### config.mk
export PLATFORM = sky130hd
export DESIGN_NAME = bcomp_press_path
export DESIGN_NICKNAME = d
export VERILOG_FILES = /design/src/rtl/bcomp_pkg.sv /design/src/rtl/bcomp_press_path.sv
export SDC_FILE = /design/constraint.sdc
export NUM_CORES = 2
export LEC_CHECK = 0
export BUFFER_PORTS_ARGS = -buffer_cell sky130_fd_sc_hd__buf_2
export CORE_MARGIN = 3
export CORE_UTILIZATION = 57
export DETAILED_ROUTE_END_ITERATION = 7
export GPL_TIMING_DRIVEN = 0
export PLACE_DENSITY = 0.78
export SLEW_MARGIN = 10
export SYNTH_ARGS = -nofsm -noshare
export SYNTH_HDL_FRONTEND = slang
export SYNTH_SLANG_ARGS = --single-unit
### constraint.sdc
create_clock -name i_clk -period 17.1 [get_ports i_clk]
set_clock_uncertainty 0.05 [all_clocks]
set_input_delay 0.855 -clock i_clk [delete_from_list [all_inputs] [get_ports i_clk]]
set_output_delay 0.855 -clock i_clk [all_outputs]
set_load 0.03 [all_outputs]
### src/rtl/bcomp_pkg.sv
package bcomp_pkg;

    // Field widths
    localparam int RAW_W   = 24;
    localparam int CAL_W   = 16;
    localparam int PRESS_W = 32;
    localparam int TEMP_W  = 19;

    // APB register file
    localparam int ADDR_W = 5;
    localparam int DATA_W = 32;
    localparam int NREG   = 6;

    localparam logic [2:0] REG_CAL_SENS          = 3'd0;
    localparam logic [2:0] REG_CAL_OFFSET        = 3'd1;
    localparam logic [2:0] REG_CAL_SENS_TEMPCO   = 3'd2;
    localparam logic [2:0] REG_CAL_OFFSET_TEMPCO = 3'd3;
    localparam logic [2:0] REG_CAL_REF_TEMP      = 3'd4;
    localparam logic [2:0] REG_CAL_TEMP_COEFF    = 3'd5;

    // Number of register stages from accept to result
    localparam int NSTAGE = 9;

    // Temperature breakpoints relative to the first-order temperature term
    localparam logic signed [TEMP_W-1:0] TEMP_BASE = 19'sd2000;
    localparam logic signed [TEMP_W-1:0] COLD_DIST = 19'sd3500;

    // Calibration words
    typedef struct packed {
        logic [CAL_W-1:0] sens;
        logic [CAL_W-1:0] offset;
        logic [CAL_W-1:0] sens_tempco;
        logic [CAL_W-1:0] offset_tempco;
        logic [CAL_W-1:0] ref_temp;
        logic [CAL_W-1:0] temp_coeff;
    } t_cal;

    // Per-stage load enables
    typedef logic [NSTAGE-1:0] t_stage_en;

    // Hand-off from the temperature half to the pressure half
    typedef struct packed {
        logic [RAW_W-1:0]  d1;
        logic [34:0]       oterm;
        logic [33:0]       sterm;
        logic [39:0]       off2;
        logic [39:0]       sens2;
        logic [TEMP_W-1:0] tout;
    } t_mid;

endpackage

### src/rtl/bcomp_press_path.sv
module bcomp_press_path (
    input  logic                          i_clk,
    input  bcomp_pkg::t_stage_en          i_en,
    input  bcomp_pkg::t_cal               i_cal,
    input  bcomp_pkg::t_mid               i_mid,
    output logic [bcomp_pkg::PRESS_W-1:0] o_pressure,
    output logic [bcomp_pkg::TEMP_W-1:0]  o_temperature
);
    import bcomp_pkg::*;

    // Stage 5: OFF and SENS
    logic [RAW_W-1:0]    r_d1_5;
    logic signed [41:0]  r_off_5, r_sens, n_off, n_sens;
    logic [TEMP_W-1:0]   r_tout_5;

    assign n_off  = $signed({10'b0, i_cal.offset, 16'h0000}) + $signed(i_mid.oterm)
                  - $signed({2'b0, i_mid.off2});
    assign n_sens = $signed({11'b0, i_cal.sens, 15'h0000}) + $signed(i_mid.sterm)
                  - $signed({2'b0, i_mid.sens2});

    always_ff @(posedge i_clk) begin
        if (i_en[5]) begin
            r_d1_5   <= i_mid.d1;
            r_off_5  <= n_off;
            r_sens   <= n_sens;
            r_tout_5 <= i_mid.tout;
        end
    end

    // Stage 6: D1 * SENS as two partial products
    logic [44:0]         r_pp_lo, n_pp_lo;
    logic signed [45:0]  r_pp_hi, n_pp_hi;
    logic signed [41:0]  r_off_6;
    logic [TEMP_W-1:0]   r_tout_6;

    assign n_pp_lo = r_d1_5 * r_sens[20:0];
    assign n_pp_hi = $signed({1'b0, r_d1_5}) * $signed(r_sens[41:21]);

    always_ff @(posedge i_clk) begin
        if (i_en[6]) begin
            r_pp_lo  <= n_pp_lo;
            r_pp_hi  <= n_pp_hi;
            r_off_6  <= r_off_5;
            r_tout_6 <= r_tout_5;
        end
    end

    // Stage 7: recombine; the full product fits in 64 bits
    logic [63:0]         r_prod, n_prod;
    logic signed [41:0]  r_off_7;
    logic [TEMP_W-1:0]   r_tout_7;

    assign n_prod = {r_pp_hi[42:0], 21'h0} + {19'b0, r_pp_lo};

    always_ff @(posedge i_clk) begin
        if (i_en[7]) begin
            r_prod   <= n_prod;
            r_off_7  <= r_off_6;
            r_tout_7 <= r_tout_6;
        end
    end

    // Stage 8: P = ((prod >>> 21) - OFF) >>> 15
    logic signed [43:0]  n_diff;
    logic [PRESS_W-1:0]  r_p;
    logic [TEMP_W-1:0]   r_tout_8;

    assign n_diff = $signed(r_prod[63:21]) - r_off_7;

    always_ff @(posedge i_clk) begin
        if (i_en[8]) begin
            r_p      <= {{3{n_diff[43]}}, n_diff[43:15]};
            r_tout_8 <= r_tout_7;
        end
    end

    assign o_pressure    = r_p;
    assign o_temperature = r_tout_8;

endmodule

==> results.toml <==
[job]
maxCapViolCount = 0

[clock_network]
cts_root_buffer = "clkbuf_16"
ctsLongestPathBuffers = 3
post_cts_resized = 0
cts_sinks = 407
h-tree-depth = 2
cts_hold_buf = 0
cts_buffers = 43
clkLatencyLatePin_ns = 0.63
cts_tree = "built"
post_cts_buffers = 0
clk_pin_slew_ns = 0.06

[global_route]
grt_max_degree = 85
antenna_found_initial = 10
grt_util_met2_pct = 48.2
grt_use_total_pct = 30.4
use_met1_pct = 39.2
top_usage_layer = "met2"
grt_pass1_vias = 40800
overflow = 0
grt_pass1_wl_um = 227000
use_met3_pct = 8.46

[critical_path]
cp.required_ns = 17.40
r2r_start = "r_d1_5[19]"
endpoint = "r_pp_hi[42]"
critPathMaxFanout = 13
r2r_slack_ns = 8.23
cp-end-kind = "flip-flop"
rr_worst_depth = 22
arrival_ns = 9.17
cp-start-kind = "flip-flop"
worstSetupStartpoint = "r_d1_5[19]"
critical_path_class = "flip-flop to flip-flop"
r2r_end = "r_pp_hi[42]"

[placement]
port_buffers = 279
gp_congestion = 1.03
dp_hpwl_um = 119000

[logic_synthesis]
synth_nets = 7034
ys_warn_count = 0
synth.most_common_cell = "inv_1"
synth.avg_cell_area_um2 = 10.0
ys_seq_area_share_pct = 22.8
ys_async_sr_fraction_pct = 0
synth_top_area_share_pct = 32.3
synth_seq_cells = 407
synth_top_area_cell = "fa_1"
synthCells = 5363
synth_ff_type = "edfxtp_1"
synth_edf_count = 407
syn-cell-area_um2 = 53600
synth_common_cells = "inv_1, fa_1, nand2_1"
ys_types = 82
ys_top_cells_by_area = "fa_1, edfxtp_1, ha_1"

[floorplanning]
die_area_um2 = 97800
num_rows = 111
die_h_um = 313
ios = 349
die_w_um = 313
initial_utilization_pct = 58.0
core_um2 = 92500

[worst_hold_path]
hold_class = "input port to flip-flop"

[timing]
finalHoldViolCount = 0
fmax_mhz = 113
tightest_slew_ns = 1.30
slew_headroom_pct = 13.5
period_needed_ns = 8.87
finalCritPeriodShare_pct = 51.9
rsz0062_at_grt = "no"
setup_viol = 0
finalSetupTns_ns = 0
slew_violations = 0

[finish]
fillers = 7498
final_layout_size_suffix_gt1_share_pct = 6.74
syn_to_final_growth_pct = 8.27
fin_nets = 7361

[routing]
drt.antenna.violating_nets = 0
dr.pass1.iters = 5
drt-total-wl_um = 146000
routed_via_density = 5.60
dr.first_iter.drc_count = 3468
route.vias.total = 39100
wl_per_cell_um = 20.9
drc = 0

[run_status]
status = "finished clean"
## worst min-delay path by stage
stage / startpoint / endpoint / slack, ns / cells past startpoint
after detailed placement: r_off_5[39] / r_off_6[39] / 0.35 / 0
final: i_mid[185] / r_d1_5[17] / 0.35 / 1
after global placement: r_tout_6[0] / r_tout_7[0] / 0.35 / 0
after CTS: i_mid[169] / r_d1_5[1] / 0.31 / 1
after global routing: i_mid[185] / r_d1_5[17] / 0.32 / 1
after floorplan: r_tout_7[0] / o_temperature[0] / 0.35 / 0
## logic make-up (layout without fill, tap and decap cells)
family | Yosys count | count (layout) | share of synthesized area [%]
flip-flops | 407 | 407 | 22.8
XOR/XNOR | 188 | 188 | 3.07
other | 0 | 9 | 0
adder cells (fa/ha/maj) | 1373 | 1373 | 44.2
buffers and inverters | 1443 | 1804 | 10.1
AO/OA/AOI/OAI | 529 | 529 | 6.77
AND/OR/NAND/NOR | 1423 | 1423 | 13.1
## final cells by class
type                    count  area [um^2]  share of cell area (%)
plain buffers             195          747                    1.29
well taps                1243         1560                    2.68
diodes                      9         22.5                  0.0388
flip-flops and latches    407        12200                    21.1
clock buffers              47         1090                    1.88
repair buffers            282         1500                    2.58
inverters                1248         4680                    8.07
multi-input cells        3513        36000                    62.0
clock inverters            32          267                   0.459
## worst max-delay path, stage by stage (launching register included)
cell	delay (ns)
edfxtp_1	0.67
clkbuf_1	0.99
nand2_1	0.20
fa_1	0.51
fa_1	0.51
fa_1	0.54
inv_1	0.05
fa_1	0.48
fa_1	0.50
fa_1	0.49
inv_1	0.05
fa_1	0.48
inv_1	0.04
ha_1	0.34
nand3_1	0.23
nor3_1	0.62
nand2_1	0.11
nor3_1	0.56
o221a_4	0.36
o21ai_4	0.10
o311ai_4	0.35
and4_4	0.27
nor3_1	0.06
## metal layers
layer	part of all wire [%]	vias up	wire, um
met1	38	19200	55000
met2	45	2117	65300
li1	-	17300	-
met5	0.017	-	25
met3	12	464	16900
met4	5.9	4	8600
## flip-flops by register name (all words and copies together) (netlist names)
name and count:
r_off_7 42, r_tout_5 19, r_pp_hi 43, r_d1_5 24
r_tout_7 19, o_temperature 19, r_sens 42, r_prod 43
o_pressure 29, r_off_6 42, r_pp_lo 24, r_off_5 42
r_tout_6 19
## per-stage QoR
stage / std cells / instance area (um^2) / utilization (%) / hold WS (ns) / worst slack, ns
final: 6976 / 58100 / 62.8 / 0.347 / 8.23
after global routing: 6968 / 58000 / 62.7 / 0.320 / 8.10
after CTS: 6967 / 58000 / 62.7 / 0.305 / 8.47
after detailed placement: 6888 / 56700 / 61.3 / 0.355 / 8.54
after global placement: 6885 / 56600 / 61.2 / 0.350 / 8.61
after floorplan: 5363 / 53600 / - / 0.350 / 10.27
## layout by cell type, fill, tap and decap left out, types with 29 or more instances in the layout
cell type,n
a21o_1,82
nor2b_1,29
a21oi_1,160
buf_2,278
xnor2_1,132
clkbuf_16,43
clkbuf_1,193
nand2_1,615
inv_1,1248
nand3_1,42
and2_1,457
o21ai_0,77
nor3_1,44
nand2b_1,36
ha_1,508
nor2_1,114
fa_1,865
edfxtp_1,407
xor2_1,56
Power is left out: the tool's default activity adds up to more than one toggle a clock period on the data nets, which glitch-free logic cannot reach.
