==> config.mk <==
export PLATFORM = sky130hd
export DESIGN_NAME = bcomp_apb_regs
export DESIGN_NICKNAME = d
export VERILOG_FILES = /design/src/rtl/bcomp_pkg.sv /design/src/rtl/bcomp_apb_regs.sv
export SDC_FILE = /design/constraint.sdc
export NUM_CORES = 1
export LEC_CHECK = 0
export BUFFER_PORTS_ARGS = -buffer_cell sky130_fd_sc_hd__buf_4
export CORE_ASPECT_RATIO = 0.7
export CORE_MARGIN = 4
export CORE_UTILIZATION = 45
export DETAILED_ROUTE_END_ITERATION = 12
export GPL_ROUTABILITY_DRIVEN = 1
export HOLD_SLACK_MARGIN = 0.12
export PLACE_DENSITY_LB_ADDON = 0.05
export SLEW_MARGIN = 20
export SYNTH_ARGS = -nofsm -noshare
export SYNTH_HDL_FRONTEND = slang
export SYNTH_SLANG_ARGS = --single-unit
==> constraint.sdc <==
create_clock -name i_clk -period 1 [get_ports i_clk]
set_clock_uncertainty 0.05 [all_clocks]
set_input_delay 0.05 -clock i_clk [delete_from_list [all_inputs] [get_ports i_clk]]
set_output_delay 0.05 -clock i_clk [all_outputs]
set_load 0.005 [all_outputs]
==> src/rtl/bcomp_pkg.sv <==
package bcomp_pkg;

    // Field widths
    localparam int RAW_W   = 24;
    localparam int CAL_W   = 16;
    localparam int PRESS_W = 32;
    localparam int TEMP_W  = 19;

    // APB register file
    localparam int ADDR_W = 5;
    localparam int DATA_W = 32;
    localparam int NREG   = 6;

    localparam logic [2:0] REG_CAL_SENS          = 3'd0;
    localparam logic [2:0] REG_CAL_OFFSET        = 3'd1;
    localparam logic [2:0] REG_CAL_SENS_TEMPCO   = 3'd2;
    localparam logic [2:0] REG_CAL_OFFSET_TEMPCO = 3'd3;
    localparam logic [2:0] REG_CAL_REF_TEMP      = 3'd4;
    localparam logic [2:0] REG_CAL_TEMP_COEFF    = 3'd5;

    // Number of register stages from accept to result
    localparam int NSTAGE = 9;

    // Temperature breakpoints relative to the first-order temperature term
    localparam logic signed [TEMP_W-1:0] TEMP_BASE = 19'sd2000;
    localparam logic signed [TEMP_W-1:0] COLD_DIST = 19'sd3500;

    // Calibration words
    typedef struct packed {
        logic [CAL_W-1:0] sens;
        logic [CAL_W-1:0] offset;
        logic [CAL_W-1:0] sens_tempco;
        logic [CAL_W-1:0] offset_tempco;
        logic [CAL_W-1:0] ref_temp;
        logic [CAL_W-1:0] temp_coeff;
    } t_cal;

    // Per-stage load enables
    typedef logic [NSTAGE-1:0] t_stage_en;

    // Hand-off from the temperature half to the pressure half
    typedef struct packed {
        logic [RAW_W-1:0]  d1;
        logic [34:0]       oterm;
        logic [33:0]       sterm;
        logic [39:0]       off2;
        logic [39:0]       sens2;
        logic [TEMP_W-1:0] tout;
    } t_mid;

endpackage

==> src/rtl/bcomp_apb_regs.sv <==
module bcomp_apb_regs (
    input  logic                        i_clk,
    input  logic                        i_rst_n,
    input  logic                        psel,
    input  logic                        penable,
    input  logic                        pwrite,
    input  logic [bcomp_pkg::ADDR_W-1:0] paddr,
    input  logic [bcomp_pkg::DATA_W-1:0] pwdata,
    output logic [bcomp_pkg::DATA_W-1:0] prdata,
    output logic                        pready,
    output bcomp_pkg::t_cal             o_cal
);
    import bcomp_pkg::*;

    t_cal       r_cal;
    logic [2:0] w_idx;
    logic       w_wr;

    assign w_idx  = paddr[4:2];
    assign w_wr   = psel && penable && pwrite;
    assign pready = 1'b1;
    assign o_cal  = r_cal;

    // Register writes; indexes past the list are dropped
    always_ff @(posedge i_clk) begin
        if (!i_rst_n) begin
            r_cal <= '0;
        end else if (w_wr) begin
            unique case (w_idx)
                REG_CAL_SENS:          r_cal.sens          <= pwdata[CAL_W-1:0];
                REG_CAL_OFFSET:        r_cal.offset        <= pwdata[CAL_W-1:0];
                REG_CAL_SENS_TEMPCO:   r_cal.sens_tempco   <= pwdata[CAL_W-1:0];
                REG_CAL_OFFSET_TEMPCO: r_cal.offset_tempco <= pwdata[CAL_W-1:0];
                REG_CAL_REF_TEMP:      r_cal.ref_temp      <= pwdata[CAL_W-1:0];
                REG_CAL_TEMP_COEFF:    r_cal.temp_coeff    <= pwdata[CAL_W-1:0];
                default: ;
            endcase
        end
    end

    // Read mux
    always_comb begin
        unique case (w_idx)
            REG_CAL_SENS:          prdata = {{(DATA_W-CAL_W){1'b0}}, r_cal.sens};
            REG_CAL_OFFSET:        prdata = {{(DATA_W-CAL_W){1'b0}}, r_cal.offset};
            REG_CAL_SENS_TEMPCO:   prdata = {{(DATA_W-CAL_W){1'b0}}, r_cal.sens_tempco};
            REG_CAL_OFFSET_TEMPCO: prdata = {{(DATA_W-CAL_W){1'b0}}, r_cal.offset_tempco};
            REG_CAL_REF_TEMP:      prdata = {{(DATA_W-CAL_W){1'b0}}, r_cal.ref_temp};
            REG_CAL_TEMP_COEFF:    prdata = {{(DATA_W-CAL_W){1'b0}}, r_cal.temp_coeff};
            default:               prdata = '0;
        endcase
    end

endmodule

==> flow_metrics.env <==
export IMPL_top_layer="met4"
export IMPL_antenna_found_initial=0
export IMPL_coreArea_sq_um=9800
export IMPL_area_delta_synth_final_pct=71.4
export IMPL_setup_viol=28
export IMPL_clock_sinks=96
export IMPL_layout_commonest_cell="buf_6"
export IMPL_p_sw_mw=1.93
export IMPL_instances_no_fill=843
export IMPL_critPathMaxFanout=2
export IMPL_rsz0062_at_grt="yes"
export IMPL_largest_register_ffs=96
export IMPL_violations="negative setup slack"
export IMPL_clock_latency_ns=0.34
export IMPL_mostFrequentLayoutCells="buf_6, mux2i_1, buf_4"
export IMPL_dr_wl_met2_um=7570
export IMPL_fin_crit_ns=1.52
export IMPL_ctsHtreeMaxLevel=3
export IMPL_hold_viol=0
export IMPL_drive_gt1_frac=0.554
export IMPL_clk_path_buf_depth=2
export IMPL_yosysSeqAreaShare=0.421
export IMPL_nFillCells=632
export IMPL_synth_top_family_by_area="multiplexers"
export IMPL_path_clk_slew_ns=0.06
export IMPL_grt_overflow=0
export IMPL_setup_slack_ns=-0.525
export IMPL_critical_path_startpoint_type="register"
export IMPL_combPwrFrac=0.102
export IMPL_min_path_type="in -> reg"
export IMPL_ys_seq_elements=96
export IMPL_cp_end_kind="primary output"
export IMPL_synthAdderAreaFrac=0
export IMPL_max_freq_mhz=656
export IMPL_met1_length_um=6790
export IMPL_row_count=30
export IMPL_synth_compound_area_frac=0.0598
export IMPL_internal_power_mw=6.53
export IMPL_crit_family="compound AO/OA/AOI/OAI gates"
export IMPL_grt_pass1_wl_um=23200
export IMPL_swShare=0.229
export IMPL_leakagePower_nw=3.43
export IMPL_grt_pass1_vias=4396
export IMPL_ant_nets=0
export IMPL_place_hpwl_um=9990
export IMPL_wl_um=15500
export IMPL_cts_tree="yes"
export IMPL_clkPwrFrac=0.440
export IMPL_status="finished, violations left"
export IMPL_io_buffers=135
export IMPL_crit_path_cell_trace="mux2_2 > a221oi_2 > a21oi_1 > buf_4"
export IMPL_maxCapViolations=0
export IMPL_vias_per_cell=5.08
export IMPL_nets=752
export IMPL_tightestPinTransition_ns=0.541
export IMPL_powerDensity_nw_per_um2=1080
export IMPL_wl_met3_um=933
export IMPL_slowest_delay_ns=0.32
export IMPL_wl_per_cell_um=18.4
export IMPL_die_h_um=92.3
export IMPL_path_buf_inv=1
export IMPL_initial_core_util=0.466
export IMPL_ir_worst_vdd_mv=0.866
export IMPL_yosys_warnings=0
export IMPL_io_pins=171
export IMPL_numCtsBuffers=9
export IMPL_synth_area_sq_um=4560
export IMPL_cpMaxStageDelayCell="dfxtp_2"
export IMPL_yosysTopAreaCell="dfxtp_1"
export IMPL_antenna_cells=0
export IMPL_synth_mux_area_fraction=0.304
export IMPL_synth_area_top_cells="dfxtp_1, mux2i_1, nand2_1, mux2_2, buf_4"
export IMPL_track_usage=0.251
export IMPL_gp_congestion=0.822
export IMPL_yosys_area_top_type_share=0.421
export IMPL_drc_errors=0
export IMPL_die_area_sq_um=11800
export IMPL_maxSlewHeadroom=0.639
export IMPL_synth_cell_types=25
export IMPL_drtIter0Drc=219
export IMPL_grt_max_degree=41
export IMPL_crit_type="reg -> out"
export IMPL_fin_crit_sh=1.52
export IMPL_power_frac_seq=0.458
export IMPL_finalMaxSlewViolations=0
export IMPL_synth_cells=446
export IMPL_worst_hold_slack_ns=0.139
export IMPL_critical_path_required_ns=0.90
export IMPL_dp_cells=776
export IMPL_firstDrtPassIters=5
export IMPL_vias=4282
export IMPL_synthSimpleGateAreaFrac=0.138
export IMPL_arrival_ns=1.42
export IMPL_syn_avg_cell_area_sq_um=10.2
export IMPL_die_w_um=128
export IMPL_synth_xor_area_frac=0
export IMPL_cts_root_buf="clkbuf_16"
==> cell usage after synthesis <==
cell type / instances
conb_1: 2
mux2i_1: 123
o22a_1: 9
and2b_1: 1
nor2_8: 6
a32oi_1: 4
mux2_2: 14
or2_4: 1
nand4_4: 1
nand2_1: 112
a221oi_1: 3
clkinv_1: 1
buf_6: 7
buf_8: 2
nor2b_1: 2
a22oi_1: 7
dfxtp_1: 96
nand4b_4: 1
clkbuf_1: 13
o21ai_0: 13
buf_4: 20
a21oi_1: 3
buf_2: 2
nand2b_2: 2
buf_12: 1
==> repair_timing <==
action / in CTS / in global routing
pin swaps: 10 / 5
endpoints found under the hold margin: 96 / 0
setup endpoints to repair: 69 / 91
setup buffers: 15 / 44
gates resized for setup: 216 / 43
hold buffers: 16 / 0
==> stage by stage <==
step | cell area, sq um | worst slack (ns) | setup TNS (ns) | util | total power, mW
after floorplan | 4640 | -0.0518 | -1.01 | - | 4.37
after global placement | 6390 | -0.288 | -25.34 | 0.653 | 4.68
after detailed placement | 6390 | -0.359 | -28.73 | 0.653 | 4.69
after CTS | 7580 | -0.525 | -5.97 | 0.774 | 8.46
after global routing | 7820 | -0.556 | -8.38 | 0.799 | 8.72
final | 7820 | -0.525 | -6.57 | 0.799 | 8.46
==> metal layers <==
| layer | vias to the layer above | global-route usage |
|---|---|---|
| met5 | - | 0 |
| met4 | 0 | 0.0875 |
| met3 | 19 | 0.0605 |
| met2 | 148 | 0.406 |
| met1 | 2073 | 0.327 |
| li1 | 2042 | - |
==> tightest hold or removal path, stage by stage <==
cell and delay (ns):
buf_4 0.14, buf_12 0.17, nand2_1 0.08, mux2i_1 0.05
==> area by class of cell <==
| cell class | instances | area, sq um | area share |
|---|---|---|---|
| Multi-Input combinational cell | 319 | 2450 | 0.313 |
| Clock inverter | 5 | 80.1 | 0.0102 |
| Inverter | 1 | 3.75 | 0.000480 |
| Sequential cell | 96 | 2010 | 0.257 |
| Timing Repair Buffer | 283 | 2870 | 0.367 |
| Clock buffer | 11 | 243 | 0.0310 |
| Tap cell | 128 | 160 | 0.0205 |
==> power by group through the flow <==
stage               Clock, mW  Combinational, mW  Sequential (mW)
floorplan                   0              0.411             3.96
global placement            0              0.724             3.96
detailed placement          0              0.732             3.96
CTS                      3.76              0.829             3.87
global route             3.94              0.913             3.88
finish                   3.72              0.862             3.88
==> cell families after synthesis <==
family | after synthesis
DFF | 96
and+or+nand+nor | 126
other | 2
buffers and inverters | 46
AOI/OAI and AO/OA | 39
muxes | 137
==> final timing paths <==
path / cells after the start / from / endpoint / slack (ns)
max: 4 / o_cal[88]$_SDFFE_PN0P_ / prdata[8] / -0.52
min: 4 / i_rst_n / o_cal[79]$_SDFFE_PN0P_ / 0.14
max reg2reg: 5 / o_cal[63]$_SDFFE_PN0P_ / o_cal[63]$_SDFFE_PN0P_ / 0.04
min reg2reg: 2 / o_cal[50]$_SDFFE_PN0P_ / o_cal[50]$_SDFFE_PN0P_ / 0.43
Power figures use the tool's default switching activity.
