===== config.mk =====
export PLATFORM = sky130hd
export DESIGN_NAME = bcomp_pipe_ctrl
export DESIGN_NICKNAME = d
export VERILOG_FILES = /design/src/rtl/bcomp_pkg.sv /design/src/rtl/bcomp_pipe_ctrl.sv
export SDC_FILE = /design/constraint.sdc
export NUM_CORES = 1
export LEC_CHECK = 0
export BUFFER_PORTS_ARGS = -buffer_cell sky130_fd_sc_hd__buf_2
export CAP_MARGIN = 25
export CORE_AREA = 3 3 40 42
export DETAILED_ROUTE_END_ITERATION = 7
export DIE_AREA = 0 0 43 45
export PLACE_DENSITY_LB_ADDON = 0.15
export SLEW_MARGIN = 25
export SYNTH_ARGS = -nofsm -noshare
export SYNTH_HDL_FRONTEND = slang
export SYNTH_SLANG_ARGS = --single-unit

===== constraint.sdc =====
create_clock -name i_clk -period 1.4 [get_ports i_clk]
set_input_delay 0 -clock i_clk [delete_from_list [all_inputs] [get_ports i_clk]]
set_output_delay 0 -clock i_clk [all_outputs]
set_load 0.03 [all_outputs]

===== src/rtl/bcomp_pkg.sv =====
package bcomp_pkg;

    // Field widths
    localparam int RAW_W   = 24;
    localparam int CAL_W   = 16;
    localparam int PRESS_W = 32;
    localparam int TEMP_W  = 19;

    // APB register file
    localparam int ADDR_W = 5;
    localparam int DATA_W = 32;
    localparam int NREG   = 6;

    localparam logic [2:0] REG_CAL_SENS          = 3'd0;
    localparam logic [2:0] REG_CAL_OFFSET        = 3'd1;
    localparam logic [2:0] REG_CAL_SENS_TEMPCO   = 3'd2;
    localparam logic [2:0] REG_CAL_OFFSET_TEMPCO = 3'd3;
    localparam logic [2:0] REG_CAL_REF_TEMP      = 3'd4;
    localparam logic [2:0] REG_CAL_TEMP_COEFF    = 3'd5;

    // Number of register stages from accept to result
    localparam int NSTAGE = 9;

    // Temperature breakpoints relative to the first-order temperature term
    localparam logic signed [TEMP_W-1:0] TEMP_BASE = 19'sd2000;
    localparam logic signed [TEMP_W-1:0] COLD_DIST = 19'sd3500;

    // Calibration words
    typedef struct packed {
        logic [CAL_W-1:0] sens;
        logic [CAL_W-1:0] offset;
        logic [CAL_W-1:0] sens_tempco;
        logic [CAL_W-1:0] offset_tempco;
        logic [CAL_W-1:0] ref_temp;
        logic [CAL_W-1:0] temp_coeff;
    } t_cal;

    // Per-stage load enables
    typedef logic [NSTAGE-1:0] t_stage_en;

    // Hand-off from the temperature half to the pressure half
    typedef struct packed {
        logic [RAW_W-1:0]  d1;
        logic [34:0]       oterm;
        logic [33:0]       sterm;
        logic [39:0]       off2;
        logic [39:0]       sens2;
        logic [TEMP_W-1:0] tout;
    } t_mid;

endpackage


===== src/rtl/bcomp_pipe_ctrl.sv =====
module bcomp_pipe_ctrl (
    input  logic                 i_clk,
    input  logic                 i_rst_n,
    input  logic                 i_in_valid,
    input  logic                 i_out_ready,
    output logic                 o_in_ready,
    output logic                 o_out_valid,
    output bcomp_pkg::t_stage_en o_en
);
    import bcomp_pkg::*;

    logic [NSTAGE-1:0] r_v;
    logic [NSTAGE-1:0] n_v;
    logic [NSTAGE:0]   w_chain;

    // A stage loads when it is empty or its successor moves on
    always_comb begin
        w_chain[NSTAGE] = i_out_ready;
        for (int k = NSTAGE - 1; k >= 0; k--) begin
            w_chain[k] = !r_v[k] || w_chain[k+1];
        end
    end

    assign n_v         = {r_v[NSTAGE-2:0], i_in_valid};
    assign o_en        = w_chain[NSTAGE-1:0];
    assign o_in_ready  = w_chain[0];
    assign o_out_valid = r_v[NSTAGE-1];

    // Valid bits travel with the data
    always_ff @(posedge i_clk) begin
        if (!i_rst_n) begin
            r_v <= '0;
        end else begin
            for (int k = 0; k < NSTAGE; k++) begin
                if (w_chain[k]) begin
                    r_v[k] <= n_v[k];
                end
            end
        end
    end

endmodule


==> results of run 1 <==
[layout by cell type (no fill, tap or decap), drive strengths merged]
cell type and n:
and3b 1, a21oi 1, o21ai 4, nand2 10, o21a 3, nor3 1, clkbuf 4, dfxtp 9
buf 16, nor2 1, dlygate4sd3 1, a21boi 1, nand3 5, inv 4, nor2b 1, nand2b 1
[worst max-delay path: stages, from the launching register on]
cell and delay, ns:
dfxtp_2 0.33, and3b_2 0.20, inv_2 0.06, nor3_4 0.23, nand3_4 0.11, buf_6 0.15
[cell usage after synthesis]
cell	number	area share [%]
buf_4	1	2.0
inv_2	3	3.0
o21ai_2	2	4.7
and3b_2	1	2.7
a21oi_1	1	1.3
nor3_4	1	4.3
nor2_2	1	1.7
nand3_1	5	6.6
o21a_1	3	6.0
o21ai_1	2	2.7
nand2_1	10	10
inv_1	1	1.0
clkbuf_1	1	1.0
dfxtp_1	9	48
a21boi_0	1	2.0
nand2b_1	1	1.7
nor2b_1	1	1.7
[timing repair]
| item | CTS | global route |
|---|---|---|
| hold endpoints to repair | 1 | 0 |
| setup buffers | 1 | 1 |
| gates resized for setup | 2 | 12 |
| setup endpoints to repair | 4 | 5 |
| hold buffers | 1 | 0 |
[metal layers]
metal / routed length (microns) / vias up / global-route usage [%]
met5: 0 / - / 0
met4: 5 / 0 / 3.61
met3: 73 / 2 / 5.98
met2: 350 / 10 / 12.9
met1: 319 / 155 / 8.76
li1: - / 183 / -
[logic make-up after synthesis]
logic type | count (synthesis)
AO/OA/AOI/OAI | 9
buffers and inverters | 6
flip-flops | 9
AND/OR/NAND/NOR | 20
[worst paths after layout]
check	slack, ns	depth (start not counted)	end
worst min register to register	0.44	2	r_v[3]$_SDFFE_PN0P_
worst max-delay path	0.06	5	o_en[0]
worst min-delay path	0.03	3	r_v[8]$_SDFFE_PN0P_
worst max register to register	0.17	6	r_v[1]$_SDFFE_PN0P_
[final cells by class]
class,instances,area (sq um),area share (%)
sequential,9,185,33.8
multi-input combinational,29,183,33.3
timing repair buffer,17,120,21.9
tap,15,18.8,3.42
inverter,4,15.0,2.74
clock buffer,4,26.3,4.79
[report_power, final]
group | internal [mW] | switching [mW]
Clock | 0.109 | 0.0845
Combinational | 0.00957 | 0.00870
Sequential | 0.261 | 0.00535
[stage by stage]
step | setup slack [ns] | hold WS (ns) | total power, mW | TNS [ns]
finish | 0.0587 | 0.0317 | 0.478 | 0
CTS | 0.0176 | 0.0304 | 0.489 | 0
detailed placement | 0.268 | 0.202 | 0.288 | 0
floorplan | 0.0566 | 0.113 | 0.281 | 0
global placement | 0.279 | 0.216 | 0.289 | 0
global route | -0.0479 | 0.0492 | 0.510 | -0.108
==> flow_summary.ini, run 1 <==
[yosys]
synth.ff_latch_count = 9
synth-simple-area-share_pct = 28.6
syn_avg_cell_area_sq_um = 8.56
synth-xor-area-share_pct = 0
synth.distinct_cells = 17
ys.warnings.count = 0
synth_top_family_by_area = simple AND/OR/NAND/NOR gates
synth_compound_area_share_pct = 16.6
syn_inst = 44
synth_area_sq_um = 377
synth_seq_area_share_pct = 47.8
synthMuxAreaShare_pct = 0
synth_adder_area_share_pct = 0
synthesis.nets = 48

[floorplanning]
die_w_microns = 43
start_util_pct = 29.3
chipHeight_microns = 45
num_io_pins = 15
core_area_sq_um = 1280
die_area_sq_um = 1940
num_rows = 13

[sta]
setup_violations = 0
fin_crit_sh_pct = 95.8
skew_ns = 0.000823
worst_slew_pin_slew_ns = 0.278
timing.slew.headroom_pct = 81.4
layout_min_cycle_time_ns = 1.34
hold_viol = 0
slew_violations = 0
fmax_ghz = 0.746
rsz0062_at_grt = yes

[cells_and_area]
nets = 68
largest_reg_flops = 9
stdcell_area_sq_um = 548
antenna_cells = 0
syn2layout_area_growth_pct = 45.5
final_layout_size_suffix_gt1_share_pct = 50.8
final_cells = 78
regMostFlops = r_v
fillCellCount = 134
top_regs = r_v: 9 flops
fin_util_pct = 42.6

[clock_tree]
clk_latency_ns = 0.25
cts.sinks = 9
clock_path_buffers = 2
htreeDepth = 1
cts_tree = yes
path_clk_slew_ns = 0.06
clockRootBuffer = clkbuf_4
cts_made_buffers = 3

[placement]
post-dp-hpwl_microns = 534
place_congestion = 0.690
place_area_sq_um = 468
numPortBuffers = 14
dp_cells = 71

[global_routing]
grt_pass1_wl_mm = 1.12
grt-ovfl-total = 0
grt_pass1_vias = 270
grt_max_degree = 14
grt_usage_pct = 8.35
antenna_found_initial = 0

[outcome]
status = finished clean

[route]
vias = 350
drc = 0
wl_per_cell_microns = 9.60
viasPerCell = 4.49
drt-total-wl_microns = 749
dr.pass1.iters = 4
ant_nets = 0
drtIter0Drc = 3

[run]
max-cap-violations = 0

[setup_path]
cp-startpoint = r_v[8]$_SDFFE_PN0P_
path_max_fanout = 4
arrival_ns = 1.34
end_kind = primary output
worstSetupPathType = reg -> out
rr_startpoint = r_v[8]$_SDFFE_PN0P_
crit_path_start_kind = register
cp_data_required_time_ns = 1.40

[power]
worst_ir_drop_vdd_v = 0.000457
power.density_nw_per_um2 = 873
p_leak_nw = 0.210

[hold_path]
hold_class = in -> reg
hold_start = i_out_ready
Note: power is estimated with default switching activity, not from simulation.
==> inputs of run 2 (changes only) <==
Settings changed: CTS_BUF_LIST from default to sky130_fd_sc_hd__clkbuf_4.
Clock period 1.4 ns to 1.3 ns, I/O delays scaled along.
==> run 2 against run 1 <==
  * The flow now finishes with violations (negative setup slack)
  * First-iteration DRC count rose by 33%
  * Clock power rose by 21%
  * Setup slack got worse by 0.096 ns
  * Combinational power rose by 6%
  * Core utilization rose by 3.4 points
  * Non-clock buffer count rose by 4
  * Die area did not move
  * Sequential share of layout area fell by 2.3 points
  * Wire length rose by 6.0%
  * Sequential power rose by 7%
==> flow_summary.ini, run 2 (synthesis gave the netlist of run 1 again) <==
[power]
power.density_nw_per_um2 = 910
worst_ir_drop_vdd_v = 0.000572
p_leak_nw = 0.240

[cells_and_area]
fillCellCount = 138
fin_util_pct = 46.1
mostFrequentLayoutCells = nand2_1 (9), buf_2 (9), dfxtp_1 (6), buf_4 (6), buf_6 (5)
nets = 72
top_regs = r_v: 9 flops
regMostFlops = r_v
final_cells = 82
seq_area_sq_um = 186
syn2layout_area_growth_pct = 57.1
stdcell_area_sq_um = 592
multi_input_area_sq_um = 185
largest_reg_flops = 9
antenna_cells = 0
final_layout_size_suffix_gt1_share_pct = 55.2

[clock_tree]
path_clk_slew_ns = 0.06
htreeDepth = 1
clock_path_buffers = 2
clockRootBuffer = clkbuf_4
cts_made_buffers = 3
clk_latency_ns = 0.26
cts_tree = yes
cts.sinks = 9

[setup_path]
crit_path_start_kind = register
ff2ff_setup_slack_ns = 0.08
worstSetupPathType = reg -> out
path_max_fanout = 4
rr_startpoint = r_v[8]$_SDFFE_PN0P_
arrival_ns = 1.34
cp-startpoint = r_v[8]$_SDFFE_PN0P_
worst_r2r_path_depth = 6
crit_end = o_in_ready
end_kind = primary output
r2r_end = r_v[2]$_SDFFE_PN0P_
cp_data_required_time_ns = 1.30

[sta]
fin_crit_sh_pct = 103
layout_min_cycle_time_ns = 1.34
skew_ns = 0.00453
rsz0062_at_grt = yes
timing.final.ws_setup_ns = -0.0377
fmax_ghz = 0.748
slew_violations = 0
worst_slew_pin_slew_ns = 0.274
hold_viol = 0
setup_violations = 4
tns_ns = -0.112
timing.slew.headroom_pct = 81.7

[global_routing]
antenna_found_initial = 0
grt_usage_pct = 8.68
grt_pass1_wl_mm = 1.19
grt_pass1_vias = 286
grt_max_degree = 14
grt-ovfl-total = 0

[route]
drt-total-wl_microns = 794
ant_nets = 0
viasPerCell = 4.46
dr.pass1.iters = 4
drtIter0Drc = 4
wl_per_cell_microns = 9.68
vias = 366
drc = 0

[floorplanning]
core_area_sq_um = 1280
num_rows = 13
num_io_pins = 15
die_w_microns = 43
die_area_sq_um = 1940
start_util_pct = 29.3
chipHeight_microns = 45

[placement]
place_area_sq_um = 470
numPortBuffers = 14
post-dp-hpwl_microns = 552
place_congestion = 0.774
dp_cells = 71

[outcome]
violations = negative setup slack
status = finished with violations

[hold_path]
hold-path-cell-count = 3
hold_class = in -> reg

[run]
max-cap-violations = 0
[run 2: power by group]
| group | switching [mW] | leakage (nW) | internal, mW |
|---|---|---|---|
| logic | 0.00908 | 0.146 | 0.0103 |
| clock network | 0.0957 | 0.0184 | 0.139 |
| registers | 0.00576 | 0.0749 | 0.279 |
[run 2: area by class of cell]
cell class	count	share of cell area, %
clock buffer	4	5.07
inverter	4	2.54
multi-input combinational	29	31.3
sequential	9	31.5
tap	15	3.17
timing repair buffer	21	26.4
[run 2: worst min-delay path by stage]
stage	start	endpoint	slack, ns
floorplan	i_in_valid	r_v[0]$_SDFFE_PN0P_	0.11
CTS	i_rst_n	r_v[2]$_SDFFE_PN0P_	0.07
global placement	i_in_valid	r_v[0]$_SDFFE_PN0P_	0.21
global route	i_rst_n	r_v[2]$_SDFFE_PN0P_	0.08
detailed placement	i_in_valid	r_v[0]$_SDFFE_PN0P_	0.20
finish	i_out_ready	r_v[8]$_SDFFE_PN0P_	0.06
[run 2: per-stage QoR]
stage	hold WS, ns	total power, mW	setup WS [ns]
5_1_grt	0.0784	0.566	-0.106
3_5_place_dp	0.203	0.308	0.153
2_1_floorplan	0.113	0.301	0.000660
6_report	0.0638	0.539	-0.0377
3_3_place_gp	0.210	0.309	0.168
4_1_cts	0.0702	0.547	-0.112
[run 2: worst max-delay path: stages, from the launching register on]
cell	delay, ns
dfxtp_4	0.34
and3b_2	0.20
inv_2	0.06
nor3_4	0.23
nand3_4	0.12
buf_6	0.15
[run 2: what timing repair did]
action,4_1_cts,5_1_grt
resized for setup,8,6
endpoints found under the hold margin,1,0
pin swaps,4,4
setup buffers,4,2
hold buffers,1,0
setup endpoints to repair,7,9
[run 2: routing by layer]
layer	vias up	global-route usage [%]	share of wire [%]
met1	169	10.4	43
li1	190	-	-
met2	7	12.3	51
met5	-	0	0
met4	0	5.42	0
met3	0	4.38	5.9
